<file path="config.mk">
export PLATFORM = sky130hd
export DESIGN_NAME = propeller_motor_model_top
export DESIGN_NICKNAME = d
export VERILOG_FILES = /design/src/rtl/core/pmm_pkg.sv /design/src/rtl/core/propeller_motor_model_top.sv
export VERILOG_INCLUDE_DIRS = /design/src /design/src/rtl/core
export SDC_FILE = /design/constraint.sdc
export NUM_CORES = 2
export LEC_CHECK = 0
export BUFFER_PORTS_ARGS = -buffer_cell sky130_fd_sc_hd__buf_4
export CORE_MARGIN = 5
export CORE_UTILIZATION = 57
export CTS_CLUSTER_DIAMETER = 80
export CTS_CLUSTER_SIZE = 40
export DETAILED_ROUTE_END_ITERATION = 6
export PLACE_DENSITY = 0.77
export SLEW_MARGIN = 20
export SYNTH_ARGS = -nofsm -noshare
export SYNTH_HDL_FRONTEND = slang
export SYNTH_SLANG_ARGS = --single-unit
</file>
<file path="constraint.sdc">
create_clock -name clk_i -period 6.65 [get_ports clk_i]
set_input_delay 1.33 -clock clk_i [delete_from_list [all_inputs] [get_ports clk_i]]
set_output_delay 1.33 -clock clk_i [all_outputs]
set_load 0.01 [all_outputs]
</file>
<file path="src/rtl/core/assert_macros.svh">
// Assertion helpers shared by the core RTL.
`ifndef ASSERT_MACROS_SVH
`define ASSERT_MACROS_SVH
`ifndef SYNTHESIS
// Property must hold on every clock outside reset.
`define ASSERT_CHK(label, prop) \
  label: assert property (@(posedge clk_i) disable iff (!rst_ni) (prop)) \
    else $error("assertion failed");
// Condition must never be seen on a clock outside reset.
`define ASSERT_NEVER(label, cond) \
  label: assert property (@(posedge clk_i) disable iff (!rst_ni) !(cond)) \
    else $error("forbidden condition seen");
`else
`define ASSERT_CHK(label, prop)
`define ASSERT_NEVER(label, cond)
`endif
`endif

</file>
<file path="src/rtl/core/pmm_pkg.sv">
package pmm_pkg;

  // Sequencer states
  typedef enum logic [2:0] {
    S_IDLE,
    S_START,
    S_ITER,
    S_WRITE,
    S_OUT
  } state_e;

  // Microprogram steps, in execution order
  typedef enum logic [4:0] {
    P_DEN, P_WCDD, P_Z, P_Z2, P_T1, P_A1, P_A2, P_JNUM, P_J,
    P_J2, P_J3, P_J4,
    P_CT1, P_CT2, P_CT3, P_CT4,
    P_CP1, P_CP2, P_CP3, P_CP4,
    P_THR, P_MAG, P_EMFN, P_EMF, P_CURN, P_CUR, P_TQN, P_TQ, P_TQS
  } step_e;

  // Input item kinds
  typedef enum logic [1:0] {
    FUNC_SAMPLE,
    FUNC_RAISE,
    FUNC_LOWER,
    FUNC_KEY
  } func_e;

  // Configuration register indexes
  typedef enum logic [2:0] {
    REG_CT_LOW,
    REG_CP_LOW,
    REG_QUARTIC,
    REG_DIAM,
    REG_KV,
    REG_I0R0,
    REG_BATT,
    REG_VSTEP
  } reg_e;

  // Shared unit geometry
  localparam int MUL_A_W  = 52;
  localparam int MUL_B_W  = 36;
  localparam int PROD_W   = MUL_A_W + MUL_B_W;
  localparam int DIV_N_W  = 48;
  localparam int DIV_D_W  = 32;
  localparam logic [5:0] MUL_LAST = 6'd8;   // nine radix-16 digits
  localparam logic [5:0] DIV_LAST = 6'd47;  // one quotient bit per cycle

  // Scale factors
  localparam logic [35:0] J_SCALE      = 36'd1037542885;
  localparam logic [35:0] Z_SCALE      = 36'd4860908570;
  localparam logic [35:0] THRUST_SCALE = 36'd44610080259;
  localparam logic [35:0] AERO_SCALE   = 36'd704435623;
  localparam logic [35:0] BEMF_SCALE   = 36'd9778480;
  localparam logic [35:0] TQ_SCALE     = 36'd41013916;
  localparam logic [35:0] MA_SCALE     = 36'd1000;
  localparam logic [35:0] TQS_SCALE    = 36'd15625;

  // Limits
  localparam logic [15:0] RPS_MIN    = 16'd41;
  localparam logic [15:0] WC_MAX     = 16'd64000;
  localparam logic [16:0] J_ONE      = 17'd65536;
  localparam logic [16:0] TQ_ONE     = 17'd65536;
  localparam logic [13:0] THRUST_MAX = 14'd10000;
  localparam logic [14:0] CUR_MAX    = 15'd20000;

  // Floor a Q.16 accumulator to Q2.14 and saturate to 16 bits
  function automatic logic signed [15:0] sat_q14(input logic signed [35:0] acc);
    logic signed [35:0] sh;
    sh = acc >>> 16;
    if (sh > 36'sd32767) begin
      return 16'sh7FFF;
    end else if (sh < -36'sd32768) begin
      return 16'sh8000;
    end
    return sh[15:0];
  endfunction

  // Magnitude of a signed 16-bit coefficient
  function automatic logic [15:0] mag16(input logic [15:0] c);
    return c[15] ? 16'(~c + 16'd1) : c;
  endfunction

endpackage

</file>
<file path="src/rtl/core/propeller_motor_model_top.sv">
// Motor and propeller model.
// Input stream (s_axis_*): tuser carries the item kind (sample, raise,
// lower, clamp-only key); tdata carries airspeed and shaft rate.
// Output stream (m_axis_*): one result word per input word, all nine
// fields packed into tdata.
// Config channel (cfg_*): always ready; write only while the block idles.
// A throttle word updates the stored motor voltage; its result passes
// through the S_OUT state into the output register. A sample word runs a
// 29-step microprogram on one shared radix-16 shift-add multiplier and
// one restoring divider: 25 products and 4 quotients give the result.
// One word is worked at a time; s_axis_tready is high only while idle,
// so a new word can be taken in the cycle after a result is loaded into
// the output register.
// The result sits in an output register: a stalled receiver holds it and
// the next word may be accepted and worked meanwhile; the sequencer waits
// at the end only if the older result is still not taken.
// Reset sets motor voltage to zero, kv to 1000, resistance to 1 milliohm
// and clears the other configuration registers and any pending result.
`include "assert_macros.svh"
module propeller_motor_model_top import pmm_pkg::*; (
  input  logic         clk_i,
  input  logic         rst_ni,
  input  logic         s_axis_tvalid,
  output logic         s_axis_tready,
  // [15:0] axial_speed, [32:16] shaft_rate, [39:33] zero
  input  logic [39:0]  s_axis_tdata,
  // [1:0] func
  input  logic [1:0]   s_axis_tuser,
  output logic         m_axis_tvalid,
  input  logic         m_axis_tready,
  // [16:0] advance_ratio, [32:17] thrust_coeff, [48:33] power_coeff,
  // [62:49] thrust, [86:63] prop_torque, [101:87] motor_current,
  // [118:102] motor_torque, [142:119] net_torque, [158:143] motor_voltage,
  // [159] zero
  output logic [159:0] m_axis_tdata,
  input  logic         cfg_valid_i,
  output logic         cfg_ready_o,
  input  logic [2:0]   cfg_index_i,
  input  logic [63:0]  cfg_data_i
);

  state_e state_q, state_d;
  step_e  step_q;
  logic [5:0] cnt_q;

  // Configuration
  logic [63:0] ct_low_q, cp_low_q;
  logic [31:0] quartic_q, i0r0_q;
  logic [15:0] dia_q, kv_q, batt_q, vstep_q, volt_q;

  // Item
  logic              thr_item_q;
  logic [15:0]       wc_q;
  logic signed [15:0] vsp_q;

  // Shared unit
  logic [MUL_A_W-1:0] ma_q;
  logic [PROD_W-1:0]  mp_q;
  logic [DIV_D_W-1:0] dr_q, dd_q;
  logic [DIV_N_W-1:0] dq_q;

  // Intermediates
  logic [31:0] den_q;
  logic [47:0] wcdd_q;
  logic [32:0] z_q;
  logic [48:0] z2_q;
  logic [51:0] t1_q;
  logic [45:0] a1_q, a2_q;
  logic [44:0] jnum_q;
  logic [16:0] j_q, j2_q, j3_q, j4_q;
  logic signed [35:0] acc_ct_q, acc_cp_q;
  logic [13:0] thr_q;
  logic [23:0] aero_q;
  logic [39:0] emfn_q;
  logic [40:0] emf_q;
  logic [41:0] curn_q;
  logic [14:0] cur_q;
  logic [40:0] tqn_q;
  logic [16:0] tq_q;
  logic [19:0] tqs_q;

  logic         m_valid_q;
  logic [159:0] m_data_q;

  logic accept, out_free;
  assign accept      = s_axis_tvalid && s_axis_tready;
  assign out_free    = !m_valid_q || m_axis_tready;
  assign cfg_ready_o = 1'b1;
  assign m_axis_tvalid = m_valid_q;
  assign m_axis_tdata  = m_data_q;

  // Clamp incoming shaft rate
  logic [16:0] rate_in;
  logic [15:0] wc_in;
  always_comb begin
    rate_in = s_axis_tdata[32:16];
    if (rate_in[16]) begin
      wc_in = '0;
    end else if (rate_in[15:0] > WC_MAX) begin
      wc_in = WC_MAX;
    end else begin
      wc_in = rate_in[15:0];
    end
  end

  // Throttle voltage update
  logic [16:0] volt_sum, volt_cand;
  logic [15:0] volt_new;
  always_comb begin
    volt_sum = {1'b0, volt_q} + {1'b0, vstep_q};
    case (func_e'(s_axis_tuser))
      FUNC_RAISE: volt_cand = volt_sum;
      FUNC_LOWER: volt_cand = (volt_q > vstep_q) ? {1'b0, volt_q - vstep_q} : '0;
      default:    volt_cand = {1'b0, volt_q};
    endcase
    volt_new = (volt_cand > {1'b0, batt_q}) ? batt_q : volt_cand[15:0];
  end

  // Derived operands
  logic [31:0] vq;
  logic [15:0] r0, i0;
  logic        emf_below, cur_above;
  logic [14:0] cur_less_i0;
  logic signed [15:0] ct_w, cp_w;
  assign vq          = {volt_q, 16'b0};
  assign r0          = (i0r0_q[15:0] == 16'd0) ? 16'd1 : i0r0_q[15:0];
  assign i0          = i0r0_q[31:16];
  assign emf_below   = {9'b0, vq} > emf_q;
  assign cur_above   = {1'b0, cur_q} > i0;
  assign cur_less_i0 = cur_q - i0[14:0];
  assign ct_w        = sat_q14(acc_ct_q);
  assign cp_w        = sat_q14(acc_cp_q);

  // Microprogram: operands of the shared unit per step
  logic               is_div;
  logic [MUL_A_W-1:0] op_a;
  logic [MUL_B_W-1:0] op_b;
  logic [DIV_N_W-1:0] dv_n;
  logic [DIV_D_W-1:0] dv_d;
  logic [15:0]        coef;
  always_comb begin
    is_div = 1'b0;
    op_a   = '0;
    op_b   = '0;
    dv_n   = '0;
    dv_d   = '0;
    coef   = '0;
    unique case (step_q)
      P_DEN:  begin op_a = 52'(wc_q);   op_b = 36'(dia_q); end
      P_WCDD: begin op_a = 52'(den_q);  op_b = 36'(dia_q); end
      P_Z:    begin op_a = 52'(wcdd_q); op_b = Z_SCALE; end
      P_Z2:   begin op_a = 52'(z_q);    op_b = 36'(z_q); end
      P_T1:   begin op_a = 52'(z2_q);   op_b = THRUST_SCALE; end
      P_A1:   begin op_a = 52'(z2_q);   op_b = AERO_SCALE; end
      P_A2:   begin op_a = 52'(a1_q);   op_b = 36'(dia_q); end
      P_JNUM: begin
        op_a = 52'(J_SCALE);
        op_b = vsp_q[15] ? '0 : 36'(vsp_q[14:0]);
      end
      P_J:    begin is_div = 1'b1; dv_n = 48'(jnum_q); dv_d = den_q; end
      P_J2:   begin op_a = 52'(j_q);  op_b = 36'(j_q); end
      P_J3:   begin op_a = 52'(j2_q); op_b = 36'(j_q); end
      P_J4:   begin op_a = 52'(j3_q); op_b = 36'(j_q); end
      P_CT1:  begin coef = ct_low_q[31:16]; op_a = 52'(j_q);  op_b = 36'(mag16(coef)); end
      P_CT2:  begin coef = ct_low_q[47:32]; op_a = 52'(j2_q); op_b = 36'(mag16(coef)); end
      P_CT3:  begin coef = ct_low_q[63:48]; op_a = 52'(j3_q); op_b = 36'(mag16(coef)); end
      P_CT4:  begin coef = quartic_q[15:0]; op_a = 52'(j4_q); op_b = 36'(mag16(coef)); end
      P_CP1:  begin coef = cp_low_q[31:16]; op_a = 52'(j_q);  op_b = 36'(mag16(coef)); end
      P_CP2:  begin coef = cp_low_q[47:32]; op_a = 52'(j2_q); op_b = 36'(mag16(coef)); end
      P_CP3:  begin coef = cp_low_q[63:48]; op_a = 52'(j3_q); op_b = 36'(mag16(coef)); end
      P_CP4:  begin coef = quartic_q[31:16]; op_a = 52'(j4_q); op_b = 36'(mag16(coef)); end
      P_THR:  begin
        op_a = t1_q;
        op_b = (ct_w > 16'sd0) ? 36'(ct_w[14:0]) : '0;
      end
      P_MAG:  begin op_a = 52'(a2_q); op_b = 36'(mag16(cp_w)); end
      P_EMFN: begin op_a = 52'(BEMF_SCALE); op_b = 36'(wc_q); end
      P_EMF:  begin is_div = 1'b1; dv_n = 48'(emfn_q); dv_d = 32'(kv_q); end
      P_CURN: begin op_a = 52'(vq - emf_q[31:0]); op_b = MA_SCALE; end
      P_CUR:  begin is_div = 1'b1; dv_n = 48'(curn_q); dv_d = {r0, 16'b0}; end
      P_TQN:  begin op_a = 52'(TQ_SCALE); op_b = 36'(cur_less_i0); end
      P_TQ:   begin is_div = 1'b1; dv_n = 48'(tqn_q); dv_d = {kv_q, 16'b0}; end
      P_TQS:  begin op_a = 52'(tq_q); op_b = TQS_SCALE; end
      default: begin end
    endcase
  end

  // Shared unit datapath: one radix-16 digit or one quotient bit per cycle
  logic [55:0] mul_part, mul_sum;
  logic [32:0] div_t, div_diff;
  logic        div_ge;
  assign mul_part = 56'(ma_q) * 56'(mp_q[3:0]);
  assign mul_sum  = 56'(mp_q[PROD_W-1:MUL_B_W]) + mul_part;
  assign div_t    = {dr_q, dq_q[DIV_N_W-1]};
  assign div_ge   = div_t >= {1'b0, dd_q};
  assign div_diff = div_t - {1'b0, dd_q};

  // Signed polynomial term
  logic signed [35:0] term_w;
  logic [35:0]        prod_t;
  logic [46:0]        mag_w;
  assign prod_t = {3'b0, mp_q[32:0]};
  assign term_w = coef[15] ? -$signed(prod_t) : $signed(prod_t);
  assign mag_w  = mp_q[60:14];

  // Sequencer next state and ready
  always_comb begin
    state_d       = state_q;
    s_axis_tready = 1'b0;
    unique case (state_q)
      S_IDLE: begin
        s_axis_tready = 1'b1;
        if (s_axis_tvalid) begin
          state_d = (func_e'(s_axis_tuser) == FUNC_SAMPLE) ? S_START : S_OUT;
        end
      end
      S_START: state_d = S_ITER;
      S_ITER:  if (cnt_q == 6'd0) state_d = S_WRITE;
      S_WRITE: state_d = (step_q == P_TQS) ? S_OUT : S_START;
      S_OUT:   if (out_free) state_d = S_IDLE;
      default: state_d = S_IDLE;
    endcase
  end

  always_ff @(posedge clk_i or negedge rst_ni) begin
    if (!rst_ni) begin
      state_q <= S_IDLE;
    end else begin
      state_q <= state_d;
    end
  end

  // Control counters and result valid
  always_ff @(posedge clk_i or negedge rst_ni) begin
    if (!rst_ni) begin
      step_q    <= P_DEN;
      cnt_q     <= '0;
      m_valid_q <= 1'b0;
    end else begin
      if (accept) begin
        step_q <= P_DEN;
      end else if (state_q == S_WRITE && step_q != P_TQS) begin
        step_q <= step_e'(step_q + 5'd1);
      end
      if (state_q == S_START) begin
        cnt_q <= is_div ? DIV_LAST : MUL_LAST;
      end else if (state_q == S_ITER) begin
        cnt_q <= cnt_q - 6'd1;
      end
      if (state_q == S_OUT && out_free) begin
        m_valid_q <= 1'b1;
      end else if (m_axis_tready) begin
        m_valid_q <= 1'b0;
      end
    end
  end

  // Configuration registers and motor voltage
  always_ff @(posedge clk_i or negedge rst_ni) begin
    if (!rst_ni) begin
      ct_low_q  <= '0;
      cp_low_q  <= '0;
      quartic_q <= '0;
      dia_q     <= '0;
      kv_q      <= 16'd1000;
      i0r0_q    <= 32'd1;
      batt_q    <= '0;
      vstep_q   <= '0;
      volt_q    <= '0;
    end else begin
      if (cfg_valid_i) begin
        unique case (reg_e'(cfg_index_i))
          REG_CT_LOW:  ct_low_q  <= cfg_data_i;
          REG_CP_LOW:  cp_low_q  <= cfg_data_i;
          REG_QUARTIC: quartic_q <= cfg_data_i[31:0];
          REG_DIAM:    dia_q     <= cfg_data_i[15:0];
          REG_KV:      kv_q      <= cfg_data_i[15:0];
          REG_I0R0:    i0r0_q    <= cfg_data_i[31:0];
          REG_BATT:    batt_q    <= cfg_data_i[15:0];
          REG_VSTEP:   vstep_q   <= cfg_data_i[15:0];
          default: begin end
        endcase
      end
      if (accept && func_e'(s_axis_tuser) != FUNC_SAMPLE) begin
        volt_q <= volt_new;
      end
    end
  end

  // Result fields
  logic         spin;
  logic [23:0]  aero_g;
  logic signed [25:0] net_full;
  logic [23:0]  net_w;
  logic [159:0] res_data;
  always_comb begin
    spin     = wc_q >= RPS_MIN;
    aero_g   = spin ? aero_q : '0;
    net_full = $signed({6'b0, tqs_q}) - $signed({{2{aero_g[23]}}, aero_g});
    if (net_full > 26'sd8388607) begin
      net_w = 24'h7FFFFF;
    end else if (net_full < -26'sd8388608) begin
      net_w = 24'h800000;
    end else begin
      net_w = net_full[23:0];
    end
    if (thr_item_q) begin
      res_data = {1'b0, volt_q, 143'b0};
    end else begin
      res_data = {1'b0, volt_q, net_w, tq_q, cur_q, aero_g,
                  (spin && ct_w > 16'sd0) ? thr_q : 14'd0,
                  spin ? cp_w : 16'sd0,
                  spin ? ct_w : 16'sd0,
                  spin ? j_q : 17'd0};
    end
  end

  // Item capture, shared unit and step write-back
  always_ff @(posedge clk_i) begin
    if (state_q == S_OUT && out_free) begin
      m_data_q <= res_data;
    end
    case (state_q)
      S_IDLE: begin
        if (accept) begin
          thr_item_q <= func_e'(s_axis_tuser) != FUNC_SAMPLE;
          wc_q       <= wc_in;
          vsp_q      <= s_axis_tdata[15:0];
          acc_ct_q   <= {{4{ct_low_q[15]}}, ct_low_q[15:0], 16'b0};
          acc_cp_q   <= {{4{cp_low_q[15]}}, cp_low_q[15:0], 16'b0};
        end
      end
      S_START: begin
        ma_q <= op_a;
        mp_q <= {52'b0, op_b};
        dr_q <= '0;
        dq_q <= dv_n;
        dd_q <= dv_d;
      end
      S_ITER: begin
        mp_q <= {mul_sum, mp_q[MUL_B_W-1:4]};
        dr_q <= div_ge ? div_diff[31:0] : div_t[31:0];
        dq_q <= {dq_q[DIV_N_W-2:0], div_ge};
      end
      S_WRITE: begin
        case (step_q)
          P_DEN:  den_q  <= mp_q[31:0];
          P_WCDD: wcdd_q <= mp_q[47:0];
          P_Z:    z_q    <= mp_q[80:48];
          P_Z2:   z2_q   <= mp_q[64:16];
          P_T1:   t1_q   <= mp_q[83:32];
          P_A1:   a1_q   <= mp_q[77:32];
          P_A2:   a2_q   <= mp_q[61:16];
          P_JNUM: jnum_q <= mp_q[44:0];
          P_J: begin
            if (vsp_q[15] || vsp_q == 16'sd0) begin
              j_q <= '0;
            end else if (den_q == 32'd0 || dq_q > 48'(J_ONE)) begin
              j_q <= J_ONE;
            end else begin
              j_q <= dq_q[16:0];
            end
          end
          P_J2: j2_q <= mp_q[32:16];
          P_J3: j3_q <= mp_q[32:16];
          P_J4: j4_q <= mp_q[32:16];
          P_CT1, P_CT2, P_CT3, P_CT4: acc_ct_q <= acc_ct_q + term_w;
          P_CP1, P_CP2, P_CP3, P_CP4: acc_cp_q <= acc_cp_q + term_w;
          P_THR: begin
            thr_q <= (mp_q[87:30] > 58'd10000) ? THRUST_MAX : mp_q[43:30];
          end
          P_MAG: begin
            if (cp_w < 16'sd0) begin
              aero_q <= (mag_w >= 47'd8388608) ? 24'h800000 : 24'(~mag_w[23:0] + 24'd1);
            end else begin
              aero_q <= (mag_w > 47'd8388607) ? 24'h7FFFFF : mag_w[23:0];
            end
          end
          P_EMFN: emfn_q <= mp_q[39:0];
          P_EMF: begin
            if (kv_q == 16'd0) begin
              emf_q <= (wc_q != 16'd0) ? '1 : '0;
            end else begin
              emf_q <= {1'b0, dq_q[39:0]};
            end
          end
          P_CURN: curn_q <= mp_q[41:0];
          P_CUR: begin
            if (!emf_below) begin
              cur_q <= '0;
            end else if (dq_q > 48'(CUR_MAX)) begin
              cur_q <= CUR_MAX;
            end else begin
              cur_q <= dq_q[14:0];
            end
          end
          P_TQN: tqn_q <= mp_q[40:0];
          P_TQ: begin
            if (!cur_above) begin
              tq_q <= '0;
            end else if (kv_q == 16'd0 || dq_q > 48'(TQ_ONE)) begin
              tq_q <= TQ_ONE;
            end else begin
              tq_q <= dq_q[16:0];
            end
          end
          P_TQS: tqs_q <= mp_q[29:10];
          default: begin end
        endcase
      end
      default: begin end
    endcase
  end

  // Checks
  `ASSERT_CHK(a_busy_after_accept, (s_axis_tvalid && s_axis_tready) |=> !s_axis_tready)
  `ASSERT_CHK(a_volt_clamped, (state_q == S_OUT && thr_item_q) |-> (volt_q <= batt_q))
  `ASSERT_CHK(a_cnt_bound, (state_q == S_ITER) |-> (cnt_q <= DIV_LAST))
  `ASSERT_NEVER(a_stray_result, $rose(m_axis_tvalid) && !$past(state_q == S_OUT))

endmodule

</file>
# Word-level counts from Yosys, hierarchy flattened
# Index checks and enable logic that the tools add are counted.
dict set report totals {
  latchBits 0
  reg_bits 1477
  out_inout_bits 163
  rom_bits 0
  mem_bits_rw 0
  input_bits 114
  memories 0
}
dict set report classes {
  magnitude_cmp 20
  n_bitwise 14
  n_shift 0
  div 0
  mul 1
  n_addsub 22
  n_reduce_logical 75
  mux 68
  eq_ne 48
}
# op count
set ops {}
lappend ops {{$pmux 52 s17} 1}
lappend ops {{$pmux 36 s21} 1}
lappend ops {{$mux 16} 19}
lappend ops {{$mux 36} 5}
lappend ops {{$pmux 45 s4} 1}
lappend ops {{$pmux 88 s2} 1}
lappend ops {{$add 16x1->16 const B} 9}
lappend ops {{$not 16->16} 9}
lappend ops {{$pmux 36 s2} 2}
lappend ops {{$pmux 16 s8} 1}
lappend ops {{$pmux 32 s4} 1}
lappend ops {{$mux 24} 5}
lappend ops {{$pmux 48 s2} 1}
lappend ops {{$add 36x36->36} 2}
lappend ops {{$eq 5x5->1 const B} 13}
lappend ops {{$pmux 32 s2} 1}
lappend ops {{$reduce_and 2->1} 30}
lappend ops {{$gt 58x14->1 const B} 1}
lappend ops {{$add 52x56->56} 1}
lappend ops {{$mul 52x4->56} 1}
lappend ops {{$gt 48x15->1 const B} 1}
lappend ops {{$gt 48x17->1 const B} 1}
lappend ops {{$logic_not 16->1} 3}
lappend ops {{$ge 47x24->1 const B} 1}
lappend ops {{other kinds (64)} 137}

# Longest topological paths before layout
dict set report logic_depth {
  ltp_word 9
  depth_mapped 24
}

# Worst setup path after synthesis
# OpenSTA, ideal clock, no wires.
dict set report synth_path {
  kind {reg2reg}
  from {reg state_q[2]}
  to {reg z2_q[0] (enable)}
  stages_incl_launch_ff 6
  path_buffers 3
  setup_ns 0.577
  t_required_ns 6.073
  t_arrival_ns 5.828
  synth_period_minus_slack_ns 6.405
  slack_ns 0.245
  cell_sequence {dfrtp_1 -> clkbuf_1 -> nand3b_1 -> clkbuf_1 -> clkbuf_1 -> nor4_1}
}
dict set report synth_via {
  elab_chain_len 2
}
# item line_no
set synth_rtl {}
lappend synth_rtl {{from (decl)} propeller_motor_model_top.sv:42} ;# state_e state_q, state_d;
lappend synth_rtl {{from (signal assigned)} propeller_motor_model_top.sv:229} ;# state_q <= state_d;
lappend synth_rtl {{$eq 3x2->1} propeller_motor_model_top.sv:323} ;# case (state_q)
lappend synth_rtl {{$reduce_and 2->1 (no line)} n/a}
lappend synth_rtl {{to (signal assigned)} propeller_motor_model_top.sv:350} ;# P_Z2: z2_q <= mp_q[64:16];
lappend synth_rtl {{to (decl)} propeller_motor_model_top.sv:66} ;# logic [48:0] z2_q;
# No other way between the ends.
# A chain may end at the register's enable or synchronous reset.

# Final worst setup path
dict set report layout_path {
  from {reg mp_q[3]}
  to {reg mp_q[84], data pin}
}
dict set report layout_via {
  elab_chain_len 3
}
# item line_no
set layout_rtl {}
lappend layout_rtl {{from (decl)} propeller_motor_model_top.sv:58} ;# logic [PROD_W-1:0] mp_q;
lappend layout_rtl {{from (signal assigned)} propeller_motor_model_top.sv:335} ;# mp_q <= {52'b0, op_b};
lappend layout_rtl {{from (signal assigned)} propeller_motor_model_top.sv:341} ;# mp_q <= {mul_sum, mp_q[MUL_B_W-1:4]};
lappend layout_rtl {{$mul 52x4->56} propeller_motor_model_top.sv:192} ;# assign mul_part = 56'(ma_q) * 56'(mp_q[3:0]);
lappend layout_rtl {{$add 52x56->56} propeller_motor_model_top.sv:193} ;# assign mul_sum = 56'(mp_q[PROD_W-1:MUL_B_W]) + mul_part;
lappend layout_rtl {{$pmux 88 s2} propeller_motor_model_top.sv:323}
# No other way between the ends.

==> summary.txt <==
Floorplan
  – Initial Util: 0.575
  – IO Pins: ~280
  – Chip Height: 383 um
  – Core ar.: roughly 140000 um^2
  – Row count: about 140
  – Die Area: 146000 um^2
  – Die W: roughly 380 um

Critical path
  – Critical Path AT: 6.58 ns
  – CP endpoint kind: flip-flop
  – Crit Path Max Fanout: 19
  – WP data required: between 7 and 8 ns
  – Startpoint types: flip-flop
  – CP Class: flip-flop to flip-flop

Detailed routing
  – Drt first pass iters: 7
  – Post-route DRC: 6
  – DR vias: approximately 60000
  – WL/cell: 30.7 um
  – 1st-iter DRT viols: around 9200
  – Total wire length: approximately 270000 um
  – Vias per inst: a little under 7
  – Antenna Nets Post-Route: 0

Synthesis
  – Cell Area, Synth: between 70000 and 80000 um^2
  – Commonest register cell after synthesis: edfxtp_1
  – Sequential element share of the synthesized area: 0.542
  – Synthesized flop and latch total: between 1000 and 1500
  – Post-Syn Area per Cell: 11.6 um^2
  – Netlist cell types: a little over 100
  – FFs w/ async S/R, synth: 0.194
  – Ys Warns: 0
  – EDFF count, synth: 1189
  – Mapped Cells: 6809
  – Syn nets: ~7400

Global routing
  – Tot GR Track Use: 0.365
  – Vias in the first global route: 57400
  – Remaining Overflow, GRT: 0
  – First-pass GRT wire length: just under 400000 um
  – Largest net degree at the start of global routing: around 160
  – Initial antenna violation count: 23

Timing
  – Final setup TNS: 0 ns
  – Tcrit/Tclk final: 0.922
  – Fmax: between 0.15 and 0.2 GHz
  – Final hold vios: 0
  – Min Tclk post-route: slightly above 6 ns
  – Final setup violation count: 0
  – Slew HR: 0.148
  – RSZ-0062 raised after global routing: false
  – Setup Skew: between 0.07 and 0.08 ns
  – Slew Limit Fails: 0
  – Slew of the pin with the lowest slew margin: about 1.3 ns

Clocking
  – # H-tree levels: 3
  – Sink Count: ~1500
  – CTS tree: built
  – Worst-path clk slew: roughly 0.14 ns
  – Hold-fix buffers, CTS: 0
  – Clk_lat worst skew: 0.76 ns
  – Root Driver: clkbuf_16
  – Post-cts sizing count: 0
  – Postcts setup bufs: 0
  – Clock tree buffer depth: 3
  – Total CTS buffers: 75

Power
  – Static Leak: between 30 and 40 nW
  – Pwr/cell area: ~550 nW/um^2
  – Peak supply drop: 561 uV

Place
  – Port bufs: approximately 270
  – Hpwl dp: slightly below 200000 um
  – Placed inst area: 83700 um^2
  – GPL Wtd Cong: about 1.0

Final layout
  – Share of layout cells above drive strength 1: 0.134
  – Layout area overhead: 9.78%
  – Nets: 7546
  – Design area: 86800 um^2

Status
  – Outcome: finished with violations
  – Violated checks: DRC

Job
  – Max capacitance violation total: 0

Hold path
  – Min-delay worst type: flip-flop to flip-flop
[worst paths after layout]
kind	start	slack [ns]	endpoint	cells after the start
worst min register to register	mp_q[29]	0.48	wcdd_q[29]	0
worst max register to register	mp_q[3]	0.52	mp_q[84]	15
min in group asynchronous	rst_ni	0.64	ct_low_q[35]	1
worst min-delay path	mp_q[29]	0.48	wcdd_q[29]	0
max in group asynchronous	rst_ni	4.45	ct_low_q[41]	2
worst max-delay path	mp_q[3]	0.52	mp_q[84]	15
[through the flow]
step           setup WS [ns]  power, mW  hold slack [ns]  cells  utilization
3_5_place_dp           0.648       41.1            0.450   8702        0.608
5_1_grt                0.185       50.9            0.500   8837        0.630
3_3_place_gp           0.747       40.7            0.433   8699        0.608
6_report               0.518       48.0            0.483   8857        0.631
4_1_cts                0.568       47.4            0.485   8836        0.630
2_1_floorplan          0.245       33.1            0.478   6809            -
[cell usage in the layout (no fill, tap or decap), types with 86 or more instances in the layout]
cell      synthesis  final
xnor2_1         175    175
xor2_1          138    138
ha_1            288    288
mux2_2          240    240
a21oi_1         362    361
edfxtp_1       1189   1189
a221oi_1         86     86
dfrtp_1         280    280
a21o_1          133    133
inv_1           342    341
nand3_1         115    115
nor2_1          391    376
and2_1          196    196
nor3_1          122    107
o21ai_0         331    328
fa_1            158    158
nand2_1         609    607
buf_4             6    424
[cell type report]
class,count,area [um^2]
Antenna cell,20,50.0
Clock buffer,79,1900
Clock inverter,55,1130
Fill cell,10600,50800
Inverter,343,1290
Multi-Input combinational cell,4655,33900
Sequential cell,1476,42900
Tap cell,1794,2240
Timing Repair Buffer,435,3380
[routing by layer]
layer / global-route usage / routed length, um
met5: 0.00331 / 106
met4: 0.220 / 20700
met3: 0.105 / 33400
met2: 0.553 / 121000
met1: 0.469 / 97500
[flip-flops by register name, summed over array words and instances (netlist names), 40 cells and up]
| register | count |
|---|---|
| a1_q | 46 |
| a2_q | 46 |
| cp_low_q | 64 |
| ct_low_q | 64 |
| curn_q | 42 |
| dq_q | 48 |
| emf_q | 41 |
| emfn_q | 40 |
| jnum_q | 45 |
| m_axis_tdata | 159 |
| ma_q | 52 |
| mp_q | 88 |
| t1_q | 52 |
| tqn_q | 41 |
| wcdd_q | 48 |
| z2_q | 49 |
[synth_stat cells (115+ instances only)]
cell,instances,area share
a21o_1,133,0.013
clkbuf_1,276,0.013
and2_1,196,0.016
nor3_1,122,0.0077
nand2_1,609,0.029
mux2_2,240,0.034
nand3_1,115,0.0073
o21ai_0,331,0.021
edfxtp_1,1189,0.45
xnor2_1,175,0.019
fa_1,158,0.040
xor2_1,138,0.015
a21oi_1,362,0.023
nor2_1,391,0.019
dfrtp_1,280,0.089
ha_1,288,0.046
inv_1,342,0.016
[report_power, final]
part	total [mW]	switching [mW]	leakage [nW]	internal [mW]
clock network	6.15	3.71	1.40	2.44
logic	27.0	16.7	17.3	10.3
registers	14.9	2.20	14.5	12.7
total	48.0	22.6	33.2	25.4
[cell families after synthesis]
| kind of cell | count (synthesis) | share of synthesized area |
|---|---|---|
| other cells | 2 | 0.0000949 |
| buf+inv | 678 | 0.0329 |
| xor+xnor | 314 | 0.0349 |
| mux | 279 | 0.0391 |
| flops | 1476 | 0.542 |
| simple gates | 1924 | 0.119 |
| fa+ha+maj | 446 | 0.0855 |
| compound gates | 1690 | 0.146 |
[critical path, stage by stage, from the launching register on]
cell       delay, ns
edfxtp_1        0.92
nand2_1         0.17
fa_1            0.55
fa_1            0.51
fa_1            0.51
inv_1           0.04
ha_1            0.26
a211oi_1        0.40
o211ai_2        0.18
a31oi_1         0.33
o31ai_1         0.21
o2111ai_1       0.53
a31oi_1         0.30
a2111oi_0       0.64
or3_1           0.20
a21oi_1         0.06
(Power assumes the default switching activity.)
